## src/wtaf_pkg.sv

```systemverilog
// ----------------------------------------------------------------------------
// wtaf_pkg
// Shared widths, register codes and reset values of the windowed trend
// alert filter.
// ----------------------------------------------------------------------------
package wtaf_pkg;

  // Field widths of the detection and result channels.
  localparam int AREA_IN_W  = 20;
  localparam int CENT_W     = 16;
  localparam int PROD_W     = AREA_IN_W + CENT_W;
  localparam int WSUM_W     = 40;
  localparam int CNT_W      = 6;
  localparam int RATIO_W    = 16;

  // Configuration channel widths.
  localparam int CFG_IDX_W  = 2;
  localparam int CFG_DATA_W = 16;

  // Register indexes on the configuration channel.
  typedef enum logic [CFG_IDX_W-1:0] {
    CFG_WINDOW_LEN = 2'd0,
    CFG_MIN_HIT    = 2'd1,
    CFG_GROWTH     = 2'd2,
    CFG_DOWN       = 2'd3
  } cfg_idx_t;

  // Register values after reset.
  localparam logic [CNT_W-1:0]   WINDOW_LEN_RST = 6'd8;
  localparam logic [CNT_W-1:0]   MIN_HIT_RST    = 6'd5;
  localparam logic [RATIO_W-1:0] GROWTH_RST     = 16'd307;
  localparam logic [CENT_W-1:0]  DOWN_RST       = 16'd80;

endpackage

```

## src/wtaf_if.sv

```systemverilog
// ----------------------------------------------------------------------------
// wtaf_if
// Valid/ready channels of the filter: detections in, frame results out,
// and register writes.
// ----------------------------------------------------------------------------

// One detection, or an empty frame marker, per transfer.
interface wtaf_in_if;
  logic                           valid;
  logic                           ready;
  logic                           has_detection;
  logic [wtaf_pkg::AREA_IN_W-1:0] det_area;
  logic [wtaf_pkg::CENT_W-1:0]    det_centroid_y;
  logic                           frame_last;

  modport source (output valid, has_detection, det_area, det_centroid_y, frame_last,
                  input ready);
  modport sink   (input valid, has_detection, det_area, det_centroid_y, frame_last,
                  output ready);
endinterface

// One trend result per frame.
interface wtaf_out_if;
  logic                       valid;
  logic                       ready;
  logic                       alert;
  logic [wtaf_pkg::CNT_W-1:0] hit_tally;
  logic                       area_rising;
  logic                       centroid_falling;

  modport source (output valid, alert, hit_tally, area_rising, centroid_falling,
                  input ready);
  modport sink   (input valid, alert, hit_tally, area_rising, centroid_falling,
                  output ready);
endinterface

// Register write channel.
interface wtaf_cfg_if;
  logic                            valid;
  logic                            ready;
  logic [wtaf_pkg::CFG_IDX_W-1:0]  index;
  logic [wtaf_pkg::CFG_DATA_W-1:0] data;

  modport source (output valid, index, data, input ready);
  modport sink   (input valid, index, data, output ready);
endinterface

```

## src/wtaf_div.sv

```systemverilog
// ----------------------------------------------------------------------------
// wtaf_div
// Iterative divider for the frame mean centroid: weighted sum over total
// area, truncated, clamped to the centroid range, zero for a zero area.
// ----------------------------------------------------------------------------
module wtaf_div #(
  parameter int AREA_SUM_BITS = 24
) (
  input  logic                          clk,
  input  logic                          rst,
  input  logic                          start,
  input  logic [wtaf_pkg::WSUM_W-1:0]   dividend,
  input  logic [AREA_SUM_BITS-1:0]      divisor,
  output logic                          done,
  output logic [wtaf_pkg::CENT_W-1:0]   quotient
);

  localparam int CW = (wtaf_pkg::WSUM_W > AREA_SUM_BITS + wtaf_pkg::CENT_W) ?
                      wtaf_pkg::WSUM_W : AREA_SUM_BITS + wtaf_pkg::CENT_W;
  localparam int RW = AREA_SUM_BITS + 1;
  localparam int QW = wtaf_pkg::CENT_W;

  logic                 busy;
  logic [$clog2(QW)-1:0] step;
  logic [RW-1:0]        rem;
  logic [QW-1:0]        low_bits;
  logic                 overflow;
  logic [RW-1:0]        trial;
  logic                 fits;

  // The quotient needs more than the centroid width exactly when the
  // dividend reaches the divisor shifted up by that width.
  assign overflow = CW'(dividend) >= (CW'(divisor) << QW);

  // One restoring step: bring in the next dividend bit and try a subtract.
  assign trial = {rem[RW-2:0], low_bits[QW-1]};
  assign fits  = trial >= RW'(divisor);

  // Control: idle until start, then one quotient bit per cycle, or straight to done for a zero divisor or an overflow.
  always_ff @(posedge clk) begin
    if (rst) begin
      busy <= 1'b0;
      done <= 1'b0;
      step <= '0;
    end else begin
      done <= 1'b0;
      if (start) begin
        step <= '0;
        if (divisor == '0 || overflow) begin
          done <= 1'b1;
        end else begin
          busy <= 1'b1;
        end
      end else if (busy) begin
        step <= step + 1'b1;
        if (step == ($clog2(QW))'(QW - 1)) begin
          busy <= 1'b0;
          done <= 1'b1;
        end
      end
    end
  end

  // Datapath: while dividing, the partial remainder stays below the divisor.
  always_ff @(posedge clk) begin
    if (start) begin
      if (divisor == '0) begin
        quotient <= '0;
      end else if (overflow) begin
        quotient <= '1;
      end else begin
        quotient <= '0;
      end
      rem      <= RW'(dividend >> QW);
      low_bits <= dividend[QW-1:0];
    end else if (busy) begin
      rem      <= fits ? trial - RW'(divisor) : trial;
      quotient <= {quotient[QW-2:0], fits};
      low_bits <= {low_bits[QW-2:0], 1'b0};
    end
  end

endmodule

```

## src/windowed_trend_alert_filter.sv

```systemverilog
// ----------------------------------------------------------------------------
// windowed_trend_alert_filter
// Per-frame area and centroid trend detector over a sliding history window.
// ----------------------------------------------------------------------------
// A detection transfer is accepted in S_IDLE and accumulated in S_ACC. At the
// end of a frame the block runs the bit-serial centroid divider, writes the
// frame into the history memory, then sweeps one history entry per cycle over
// the filled window to count hits and fetch the oldest frame, and compares in
// S_CMP before the result is loaded in S_FIN. The result sits in an output
// register, so the next frame's detections are accepted while it waits to be
// taken. A disabled window (window_len of zero) skips the divider, write and
// sweep and answers a frame end with zeros. The history memory needs no
// clearing after reset: the fill level bounds every read to frames already
// written.
// ----------------------------------------------------------------------------
module windowed_trend_alert_filter #(
  parameter int WINDOW_MAX    = 32,
  parameter int AREA_SUM_BITS = 24
) (
  input  logic       clk,
  input  logic       rst,
  wtaf_in_if.sink    det,
  wtaf_out_if.source result,
  wtaf_cfg_if.sink   cfg
);

  localparam int SW   = (WINDOW_MAX > 1) ? $clog2(WINDOW_MAX) : 1;
  localparam int FW   = $clog2(WINDOW_MAX + 1);
  localparam int CENW = wtaf_pkg::CENT_W;
  localparam int WSW  = wtaf_pkg::WSUM_W;
  localparam int MW   = AREA_SUM_BITS + CENW + 1;
  localparam int PRW  = AREA_SUM_BITS + wtaf_pkg::RATIO_W;
  localparam int SUMW = ((AREA_SUM_BITS > wtaf_pkg::AREA_IN_W) ?
                         AREA_SUM_BITS : wtaf_pkg::AREA_IN_W) + 1;
  localparam logic [SUMW-1:0] AREA_MAX = (SUMW'(1) << AREA_SUM_BITS) - SUMW'(1);

  typedef enum logic [7:0] {
    S_IDLE  = 8'b0000_0001,
    S_ACC   = 8'b0000_0010,
    S_LOAD  = 8'b0000_0100,
    S_DIV   = 8'b0000_1000,
    S_WRITE = 8'b0001_0000,
    S_SWEEP = 8'b0010_0000,
    S_CMP   = 8'b0100_0000,
    S_FIN   = 8'b1000_0000
  } state_t;

  state_t state;

  // Configuration registers.
  logic [wtaf_pkg::CNT_W-1:0]   window_len;
  logic [wtaf_pkg::CNT_W-1:0]   min_hit_frames;
  logic [wtaf_pkg::RATIO_W-1:0] growth_ratio;
  logic [CENW-1:0]              down_offset;

  // Captured input transfer.
  logic                          in_has;
  logic                          in_last;
  logic [wtaf_pkg::AREA_IN_W-1:0] in_area;
  logic [wtaf_pkg::PROD_W-1:0]   in_prod;

  // Frame accumulators and history bookkeeping.
  logic [AREA_SUM_BITS-1:0] frame_area;
  logic [WSW-1:0]           frame_wsum;
  logic                     frame_hit;
  logic [SW-1:0]            write_slot;
  logic [FW-1:0]            fill_level;
  logic                     full;

  // Frame-end working registers.
  logic [CENW-1:0]          cent_new;
  logic [AREA_SUM_BITS-1:0] area_new;
  logic [SW-1:0]            rd_ptr;
  logic [FW-1:0]            issued;
  logic [FW-1:0]            received;
  logic                     rd_pend;
  logic [MW-1:0]            rd_data;
  logic [AREA_SUM_BITS-1:0] old_area;
  logic [CENW-1:0]          old_cent;
  logic [FW-1:0]            sweep_hits;
  logic [PRW-1:0]           prod_reg;
  logic                     falling_reg;

  // History memory: {area, centroid, hit} per frame.
  logic [MW-1:0] hist_mem [WINDOW_MAX];

  // Divider handshake.
  logic            div_start;
  logic            div_done;
  logic [CENW-1:0] div_quot;

  // Combinational helpers.
  logic [FW-1:0]            win_eff;
  logic [SUMW-1:0]          area_sum_wide;
  logic [AREA_SUM_BITS-1:0] area_acc;
  logic [WSW:0]             wsum_wide;
  logic [WSW-1:0]           wsum_acc;
  logic [SW-1:0]            slot_inc;
  logic [SW-1:0]            rd_ptr_inc;
  logic [FW-1:0]            fill_next;
  logic [SW:0]              oldest_wide;
  logic [SW-1:0]            oldest;
  logic [FW-1:0]            received_inc;
  logic                     rising;
  logic                     out_free;

  assign det.ready = (state == S_IDLE);
  assign cfg.ready = 1'b1;
  assign div_start = (state == S_LOAD);
  assign out_free  = !result.valid || result.ready;

  // Register writes.
  always_ff @(posedge clk) begin
    if (rst) begin
      window_len     <= wtaf_pkg::WINDOW_LEN_RST;
      min_hit_frames <= wtaf_pkg::MIN_HIT_RST;
      growth_ratio   <= wtaf_pkg::GROWTH_RST;
      down_offset    <= wtaf_pkg::DOWN_RST;
    end else if (cfg.valid && cfg.ready) begin
      unique case (wtaf_pkg::cfg_idx_t'(cfg.index))
        wtaf_pkg::CFG_WINDOW_LEN: window_len     <= cfg.data[wtaf_pkg::CNT_W-1:0];
        wtaf_pkg::CFG_MIN_HIT:    min_hit_frames <= cfg.data[wtaf_pkg::CNT_W-1:0];
        wtaf_pkg::CFG_GROWTH:     growth_ratio   <= cfg.data;
        wtaf_pkg::CFG_DOWN:       down_offset    <= cfg.data;
      endcase
    end
  end

  // Effective window, limited to the memory depth.
  assign win_eff = (32'(window_len) > WINDOW_MAX) ? FW'(WINDOW_MAX) : FW'(window_len);

  // Saturating frame accumulation.
  always_comb begin
    area_sum_wide = SUMW'(frame_area) + SUMW'(in_area);
    area_acc      = (area_sum_wide > AREA_MAX) ? AREA_SUM_BITS'(AREA_MAX) :
                                                 AREA_SUM_BITS'(area_sum_wide);
    wsum_wide     = {1'b0, frame_wsum} + (WSW + 1)'(in_prod);
    wsum_acc      = wsum_wide[WSW] ? '1 : wsum_wide[WSW-1:0];
  end

  // Slot arithmetic for the frame push and the oldest entry of the window.
  always_comb begin
    slot_inc     = (write_slot == SW'(WINDOW_MAX - 1)) ? '0 : write_slot + 1'b1;
    rd_ptr_inc   = (rd_ptr == SW'(WINDOW_MAX - 1)) ? '0 : rd_ptr + 1'b1;
    fill_next    = (32'(fill_level) + 1 > 32'(win_eff)) ? win_eff :
                                                          FW'(32'(fill_level) + 1);
    oldest_wide  = (SW + 1)'(slot_inc) + (SW + 1)'(WINDOW_MAX) - (SW + 1)'(fill_next);
    oldest       = (oldest_wide >= (SW + 1)'(WINDOW_MAX)) ?
                   SW'(oldest_wide - (SW + 1)'(WINDOW_MAX)) : SW'(oldest_wide);
    received_inc = received + 1'b1;
  end

  // Area growth: newest * 256 against oldest * ratio.
  assign rising = (PRW'(area_new) << 8) > prod_reg;

  // History memory, synchronous read. The write of a frame lands in the cycle
  // before its sweep starts, so reads and writes never meet on one entry.
  always_ff @(posedge clk) begin
    if (state == S_WRITE) begin
      hist_mem[write_slot] <= {frame_area, cent_new, frame_hit};
    end
    rd_data <= hist_mem[rd_ptr];
  end

  wtaf_div #(
    .AREA_SUM_BITS(AREA_SUM_BITS)
  ) u_div (
    .clk      (clk),
    .rst      (rst),
    .start    (div_start),
    .dividend (frame_wsum),
    .divisor  (frame_area),
    .done     (div_done),
    .quotient (div_quot)
  );

  // Sequencer and control state.
  always_ff @(posedge clk) begin
    if (rst) begin
      state        <= S_IDLE;
      frame_area   <= '0;
      frame_wsum   <= '0;
      frame_hit    <= 1'b0;
      write_slot   <= '0;
      fill_level   <= '0;
      full         <= 1'b0;
      sweep_hits   <= '0;
      issued       <= '0;
      received     <= '0;
      rd_pend      <= 1'b0;
      result.valid <= 1'b0;
    end else begin
      // The output register loads a new result or empties on a transfer.
      if (state == S_FIN && out_free) begin
        result.valid <= 1'b1;
      end else if (result.valid && result.ready) begin
        result.valid <= 1'b0;
      end
      unique case (state)
        S_IDLE: begin
          if (det.valid) begin
            state <= S_ACC;
          end
        end
        S_ACC: begin
          if (in_last && win_eff == '0) begin
            // Disabled window: drop the frame, report zeros.
            frame_area <= '0;
            frame_wsum <= '0;
            frame_hit  <= 1'b0;
            sweep_hits <= '0;
            full       <= 1'b0;
            state      <= S_FIN;
          end else begin
            if (in_has) begin
              frame_area <= area_acc;
              frame_wsum <= wsum_acc;
              frame_hit  <= 1'b1;
            end
            if (in_last) begin
              state <= S_LOAD;
            end else begin
              state <= S_IDLE;
            end
          end
        end
        S_LOAD: begin
          state <= S_DIV;
        end
        S_DIV: begin
          if (div_done) begin
            state <= S_WRITE;
          end
        end
        S_WRITE: begin
          // Push the frame and set up the sweep from the oldest entry.
          write_slot <= slot_inc;
          fill_level <= fill_next;
          full       <= (fill_next == win_eff);
          frame_area <= '0;
          frame_wsum <= '0;
          frame_hit  <= 1'b0;
          sweep_hits <= '0;
          issued     <= '0;
          received   <= '0;
          rd_pend    <= 1'b0;
          state      <= S_SWEEP;
        end
        S_SWEEP: begin
          rd_pend <= (issued != fill_level);
          if (issued != fill_level) begin
            issued <= issued + 1'b1;
          end
          if (rd_pend) begin
            sweep_hits <= sweep_hits + FW'(rd_data[0]);
            received   <= received_inc;
            if (received_inc == fill_level) begin
              state <= S_CMP;
            end
          end
        end
        S_CMP: begin
          state <= S_FIN;
        end
        S_FIN: begin
          if (out_free) begin
            state <= S_IDLE;
          end
        end
        default: begin
          state <= S_IDLE;
        end
      endcase
    end
  end

  // Datapath registers without reset.
  always_ff @(posedge clk) begin
    if (state == S_IDLE && det.valid) begin
      in_has  <= det.has_detection;
      in_last <= det.frame_last;
      in_area <= det.det_area;
      in_prod <= wtaf_pkg::PROD_W'(det.det_area) * wtaf_pkg::PROD_W'(det.det_centroid_y);
    end
    if (state == S_DIV && div_done) begin
      cent_new <= div_quot;
    end
    if (state == S_WRITE) begin
      area_new <= frame_area;
      rd_ptr   <= oldest;
    end
    if (state == S_SWEEP && issued != fill_level) begin
      rd_ptr <= rd_ptr_inc;
    end
    // The first entry returned by the sweep is the oldest frame.
    if (state == S_SWEEP && rd_pend && received == '0) begin
      old_area <= rd_data[MW-1:CENW+1];
      old_cent <= rd_data[CENW:1];
    end
    if (state == S_CMP) begin
      prod_reg    <= PRW'(old_area) * PRW'(growth_ratio);
      falling_reg <= (CENW + 1)'(cent_new) >
                     (CENW + 1)'(old_cent) + (CENW + 1)'(down_offset);
    end
    if (state == S_FIN && out_free) begin
      result.hit_tally        <= wtaf_pkg::CNT_W'(sweep_hits);
      result.area_rising      <= full && rising;
      result.centroid_falling <= full && falling_reg;
      result.alert            <= full && (32'(sweep_hits) >= 32'(min_hit_frames)) &&
                                 (rising || falling_reg);
    end
  end

endmodule

```

## src/flat_wrapper.sv

```systemverilog
// flat-port wrapper written by rule: the top's interface ports become plain ports
module windowed_trend_alert_filter_flat 
#(
  parameter int WINDOW_MAX    = 32,
  parameter int AREA_SUM_BITS = 24
)
  (clk, rst, det_valid, det_has_detection, det_det_area, det_det_centroid_y, det_frame_last, det_ready, result_valid, result_alert, result_hit_tally, result_area_rising, result_centroid_falling, result_ready, cfg_valid, cfg_index, cfg_data, cfg_ready);
  wtaf_in_if det_i ();
  wtaf_out_if result_i ();
  wtaf_cfg_if cfg_i ();
  input  logic clk;
  input  logic rst;
  input wire logic [$bits(det_i.valid)-1:0] det_valid;
  input wire logic [$bits(det_i.has_detection)-1:0] det_has_detection;
  input wire logic [$bits(det_i.det_area)-1:0] det_det_area;
  input wire logic [$bits(det_i.det_centroid_y)-1:0] det_det_centroid_y;
  input wire logic [$bits(det_i.frame_last)-1:0] det_frame_last;
  output wire logic [$bits(det_i.ready)-1:0] det_ready;
  output wire logic [$bits(result_i.valid)-1:0] result_valid;
  output wire logic [$bits(result_i.alert)-1:0] result_alert;
  output wire logic [$bits(result_i.hit_tally)-1:0] result_hit_tally;
  output wire logic [$bits(result_i.area_rising)-1:0] result_area_rising;
  output wire logic [$bits(result_i.centroid_falling)-1:0] result_centroid_falling;
  input wire logic [$bits(result_i.ready)-1:0] result_ready;
  input wire logic [$bits(cfg_i.valid)-1:0] cfg_valid;
  input wire logic [$bits(cfg_i.index)-1:0] cfg_index;
  input wire logic [$bits(cfg_i.data)-1:0] cfg_data;
  output wire logic [$bits(cfg_i.ready)-1:0] cfg_ready;
  assign det_i.valid = det_valid;
  assign det_i.has_detection = det_has_detection;
  assign det_i.det_area = det_det_area;
  assign det_i.det_centroid_y = det_det_centroid_y;
  assign det_i.frame_last = det_frame_last;
  assign det_ready = det_i.ready;
  assign result_valid = result_i.valid;
  assign result_alert = result_i.alert;
  assign result_hit_tally = result_i.hit_tally;
  assign result_area_rising = result_i.area_rising;
  assign result_centroid_falling = result_i.centroid_falling;
  assign result_i.ready = result_ready;
  assign cfg_i.valid = cfg_valid;
  assign cfg_i.index = cfg_index;
  assign cfg_i.data = cfg_data;
  assign cfg_ready = cfg_i.ready;
  windowed_trend_alert_filter #(.WINDOW_MAX(WINDOW_MAX), .AREA_SUM_BITS(AREA_SUM_BITS)) u_core (.clk(clk), .rst(rst), .det(det_i), .result(result_i), .cfg(cfg_i));
endmodule
```

## config.mk

```make
export PLATFORM = sky130hd
export DESIGN_NAME = windowed_trend_alert_filter_flat
export DESIGN_NICKNAME = d
export VERILOG_FILES = /design/src/wtaf_pkg.sv /design/src/wtaf_if.sv /design/src/wtaf_div.sv /design/src/windowed_trend_alert_filter.sv /design/src/flat_wrapper.sv
export SDC_FILE = /design/constraint.sdc
export NUM_CORES = 2
export LEC_CHECK = 0
export BUFFER_PORTS_ARGS = -buffer_cell sky130_fd_sc_hd__buf_2
export CORE_ASPECT_RATIO = 1.75
export CORE_MARGIN = 1
export CORE_UTILIZATION = 65
export DETAILED_ROUTE_END_ITERATION = 16
export GPL_ROUTABILITY_DRIVEN = 0
export PLACE_DENSITY = 0.84
export SKIP_LAST_GASP = 1
export SYNTH_ARGS = -nofsm -noshare
export SYNTH_HDL_FRONTEND = slang
export SYNTH_SLANG_ARGS = --single-unit
```

## constraint.sdc

```tcl
create_clock -name clk -period 11.1 [get_ports clk]
set_input_delay 0.555 -clock clk [delete_from_list [all_inputs] [get_ports clk]]
set_output_delay 0.555 -clock clk [all_outputs]
set_load 0.01 [all_outputs]
```

== Word level (Yosys, flattened, before mapping) ==
Memories as Yosys holds them, arrays and structs flattened. A register that Yosys moved wholly into a read port is not among the register bits.
Cells that the tools add are included.

* Register bits: 404
* Latch bits: 0
* Memory bits (writable): 1312
* Bits in read-only memories: 0
* Input port bits: 61
* Output and inout bits: 12
* Logic and storage cells: 183
* Memories: 1

* Add/subtract/negate cells: 14
* Multiply operators: 2
* Divide/modulo/power cells: 0
* $lt $le $gt $ge: 9
* Equal/unequal tests: 26
* Shift-type cells: 0
* Multiplexer cells: 57
* Bitwise operators: 0
* Reductions and logical operators: 37

{| class="wikitable"
|+ Memories
! memory !! words !! bits a word !! rd ports !! clocked after memory_dff !! wr ports !! RTL line !! source
|-
| u_core.hist_mem || 32 || 41 || 1 || 1 || 1 || windowed_trend_alert_filter.sv:85 || <nowiki>logic [MW-1:0] hist_mem [WINDOW_MAX];</nowiki>
|}

{| class="wikitable"
|+ Operators with widths
! operator !! number
|-
| $mux W24 || 6
|-
| $mux W40 || 3
|-
| $mux W16 || 6
|-
| $pmux W40 S2 || 1
|-
| $pmux W8 S8 || 1
|-
| $mux W8 || 6
|-
| $pmux W24 S2 || 1
|-
| $add A40 B36 Y41 || 1
|-
| $ge A40 B40 Y1 || 1
|-
| $gt A32 B40 Y1 || 1
|-
| $mul A24 B16 Y40 || 1
|-
| $mul A20 B16 Y36 || 1
|-
| $mux W6 || 6
|-
| $gt A32 B6 Y1 || 1
|-
| $add A24 B20 Y25 || 1
|-
| $ge A25 B24 Y1 || 1
|-
| $gt A25 B24 Y1 const B || 1
|-
| $mux W5 || 5
|-
| $logic_not A24 Y1 || 1
|-
| $pmux W6 S2 || 2
|-
| $sub A24 B24 Y24 || 1
|-
| $pmux W6 S3 || 1
|-
| $add A16 B16 Y17 || 1
|-
| $gt A16 B17 Y1 || 1
|-
| 42 further kinds || 94
|}

== Longest topological paths before layout ==
* Depth in word-level cells: 9
* Depth in mapped cells: 25
* Mapped depth without buffers: 24

== Modules after synthesis ==
Synthesis repeated with hierarchy kept, for this count alone.

* Cell total of the unflattened synthesis: 6683
* Area total of the unflattened synthesis: 94705.8 sq um

{| class="wikitable"
|+ Modules (own cells, without submodules)
! module !! times used !! cells an instance !! area an instance (sq um) !! sequential area each (sq um)
|-
| windowed_trend_alert_filter || 1 || 6191 || 89895.0 || 48997.0
|-
| wtaf_div || 1 || 492 || 4810.9 || 1801.7
|}

== Worst setup path after synthesis ==
Ideal clock, no wire load.

* Kind: input port to flip-flop
* Start: in det_det_centroid_y[1]
* End: reg u_core.in_prod[33] (netlist bit), data pin
* Setup time: 0.259 ns
* Arrival time: 6.159 ns
* Data required time: 10.841 ns
* Setup slack: 4.682 ns
* Stages on the path: 23
* Path buffers: 1
* Cells stage by stage: clkbuf_1 nand2_1 fa_1 inv_1 fa_1 inv_1 fa_1 inv_1 fa_1 inv_1 fa_1 fa_1 inv_1 ha_1 a21oi_1 a21boi_0 a311oi_1 a311oi_1 or3_1 a31oi_1 o21bai_1 a21oi_1 xnor2_1

* Cells in the longest elaborated chain, start to end: 1

{| class="wikitable"
|+ RTL lines
! item !! RTL line !! source
|-
| start: declaration || flat_wrapper.sv:16 || <nowiki>input wire logic [$bits(det_i.det_centroid_y)-1:0] det_det_centroid_y;</nowiki>
|-
| $mul A20 B16 Y36 || windowed_trend_alert_filter.sv:283 || <nowiki>in_prod <= wtaf_pkg::PROD_W'(det.det_area) * wtaf_pkg::PROD_W'(det.det_centroid_y);</nowiki>
|-
| end signal: assignment || windowed_trend_alert_filter.sv:283 ||
|-
| end: declaration || windowed_trend_alert_filter.sv:60 || <nowiki>logic [wtaf_pkg::PROD_W-1:0] in_prod;</nowiki>
|}

Every way passes these cells.
A chain may end at the register's enable or synchronous reset.

== Worst setup path after layout ==
* Start: reg u_core.growth_ratio[8] (netlist bit)
* End: reg u_core.prod_reg[39], data pin

* Cells in the longest elaborated chain, start to end: 1

{| class="wikitable"
|+ RTL lines
! item !! RTL line !! source
|-
| start: declaration || windowed_trend_alert_filter.sv:53 || <nowiki>logic [wtaf_pkg::RATIO_W-1:0] growth_ratio;</nowiki>
|-
| start signal: assignment || windowed_trend_alert_filter.sv:117 || <nowiki>growth_ratio <= wtaf_pkg::GROWTH_RST;</nowiki>
|-
| start signal: assignment || windowed_trend_alert_filter.sv:123 || <nowiki>wtaf_pkg::CFG_GROWTH: growth_ratio <= cfg.data;</nowiki>
|-
| $mul A24 B16 Y40 || windowed_trend_alert_filter.sv:301 || <nowiki>prod_reg <= PRW'(old_area) * PRW'(growth_ratio);</nowiki>
|-
| end signal: assignment || windowed_trend_alert_filter.sv:301 ||
|-
| end: declaration || windowed_trend_alert_filter.sv:81 || <nowiki>logic [PRW-1:0] prod_reg;</nowiki>
|}

Every way passes these cells.

==> run summary <==
Status = complete, but fails checks
Failing checks = capacitance limit, slew limit
Layout fillers = 8275
Initial DRC count = 7462
TritonCTS Buffers = 146
Tcrit/Tclk final = 68.9%
Largest Register = u_core.hist_mem
RSZ-0062 raised after global routing = false
# port buffers = 71
Setup crit end kind = register
Main synth FF type = edfxtp_1
Post-layout min period = 7.65 ns
#FFs+latches synth = 1757
WL/cell = 32.2 um
Top cells by count, synth = edfxtp_1, nand2_1, inv_1
Final WS setup = 3.45 ns
Vias per cell = 6.97
Asr flop ratio synth = 0%
Final Max Slew Viols = 2
Initial DRT Pass Iterations = 6
CTS resizes = 0
Post-layout util = 70.8%
Die W = 290 um
Post-DP HPWL = 163000 um
Sequential-to-total area share from yosys stat = 53.9%
Max FFs per register = 1312
Post-Syn Nets = 7680
CTS sink cnt = 1757
Final Hold Viols = 0
Area Growth Syn to Fin = 8.05%
Top-count cell post-synth = edfxtp_1
F_max = 131 MHz
Pwr/cell area = 188 nW/um^2
Post-Syn Area per Cell = 14.2 sq um
Largest registers = u_core.hist_mem x1312, u_core.rd_data x41
Total number of vias = 60500
Vias in the first global route = 63800
Routed Antenna Nets = 0
CP Data Required Time = 11.62 ns
Initial antenna violation count = 11
Skew final = 0.0827 ns
Worst slew margin = -0.496%
Maximum capacitance violations = 2
Fraction of layout cells with a size suffix above 1 = 13.3%
Total track usage = 38.8%
Final Instance Area = 102000 sq um
CTS tree = yes
Peak supply drop = 278 uV
Hold/Removal Path Class = primary input to register
Least-Margin Pin Slew = 1.49 ns
Clock buffer depth = 3
Setup_tns = 0 ns
Synth top area cells = edfxtp_1, fa_1, mux4_2, ha_1, dfxtp_1
Reg clk slew, reported paths = 0.07 ns
Post-synth EDFFs = 1561
WP data arrival = 8.17 ns
Cell count after synthesis = 6648
Clock Tree Root = clkbuf_16
Share of the synthesized area in the top cell type = 49.7%
Leakage = 39.3 nW
Core ar. = 144000 sq um
Die H = 506 um
GRT Residual Overflow = 0
Cell row count = 184
Synth area leader = edfxtp_1
Pin count of the biggest net entering global routing = 149
Synth cell types = 91
I/O Pins = 73
Routed WL = 279000 um
Fin nets = 7719
H-tree levels = 4
Initial core utilization = 65.5%
CP startpoint kind = register
Reg area = 50800 sq um
Synth Cell Area = 94300 sq um
Global-route wire length before repair = 409000 um
Critical path type = register to register
Area of the multi-input gates = 39800 sq um
Cell Area, Placed = 96900 sq um
Critical path peak fanout = 25
Pre-CTS setup slack = 3.72 ns
Setup violations, final = 0
Drt drc = 0
Die area = 147000 sq um
Yosys warnings = 0
Later-pin clock latency in the skew report = 0.85 ns
==> power by group <==
group          switching, mW  internal [mW]
combinational           3.74           2.45
clock                   2.61           2.83
sequential            0.0671           7.49
==> area by class of cell <==
class / instances / share of cell area [%]
Antenna cell: 7 / 0.0172
Clock buffer: 181 / 3.81
Clock inverter: 87 / 0.963
Inverter: 760 / 2.80
Multi-Input combinational cell: 3852 / 39.1
Sequential cell: 1757 / 49.9
Tap cell: 1860 / 2.28
Timing Repair Buffer: 170 / 1.16
==> cells by family (layout without fill, tap and decap cells) <==
kind of cell               after synthesis  after routing  synth area share, %
other                                    1              8              0.00398
xor gates and xnor gates               189            189                 1.76
AOI/OAI and AO/OA                      687            687                 4.60
buffers and inverters                 1039           1198                 4.17
adders and majority gates              971            971                 17.4
DFF                                   1757           1757                 53.9
and+or+nand+nor                       1515           1515                 7.55
muxes                                  489            489                 10.7
==> critical path: stages, from the launching register on <==
cell and delay, ns:
dfxtp_1 1.15, nand2_1 0.22, fa_1 0.57, inv_1 0.05, fa_1 0.49, fa_1 0.59
fa_1 0.44, fa_1 0.49, inv_1 0.06, fa_1 0.50, inv_1 0.05, ha_1 0.35
a21o_1 0.20, a211oi_1 0.40, nand2_1 0.09, nor3b_1 0.47, o21ai_1 0.24, a2111o_1 0.49
a31o_1 0.22, a21oi_1 0.17, xnor2_1 0.10
==> metrics by stage <==
step | power, mW | hold WS (ns) | instances
6_report | 19.2 | 0.0919 | 8674
5_1_grt | 20.1 | 0.111 | 8669
4_1_cts | 19.0 | 0.0488 | 8667
3_5_place_dp | 13.7 | 0.389 | 8387
3_3_place_gp | 13.4 | 0.389 | 8387
2_1_floorplan | 12.2 | 0.386 | 6648
==> per-layer routing <==
metal | share of wire (%) | vias up | global-route usage (%) | wire length [um]
met3 | 11 | 1788 | 8.49 | 29900
met1 | 29 | 29800 | 41.2 | 81600
li1 | - | 23700 | - | -
met2 | 49 | 5175 | 65.8 | 138000
met5 | 0.011 | - | 0 | 32
met4 | 11 | 6 | 33.0 | 29900
==> what timing repair did <==
item / in CTS / in global routing
buffers inserted: 0 / 0
hold buffers: 12 / 0
endpoints found under the hold margin: 21 / 0
==> layout by cell type (no fill, tap or decap), types with 36 or more instances in the layout <==
cell type,n
edfxtp_1,1561
nand2_1,758
inv_1,757
fa_1,561
mux4_2,410
ha_1,410
and2_1,276
a21oi_1,212
dfxtp_1,195
clkbuf_16,147
nor2_1,143
xnor2_1,123
o21ai_0,114
a21o_1,103
buf_4,84
buf_2,70
xor2_1,66
nand3_1,64
o21ai_1,61
mux2_2,43
nand4_1,38
nor3_1,36
mux2i_1,36
==> worst paths after layout <==
path / startpoint / end / slack [ns] / depth (start not counted)
min: result_ready / u_core.result.valid / 0.09 / 3
max: u_core.growth_ratio[8] / u_core.prod_reg[39] / 3.45 / 20
min reg2reg: u_core.rd_data[8] / u_core.old_cent[7] / 0.40 / 0
max reg2reg: u_core.growth_ratio[8] / u_core.prod_reg[39] / 3.45 / 20
(Power assumes the default switching activity.)
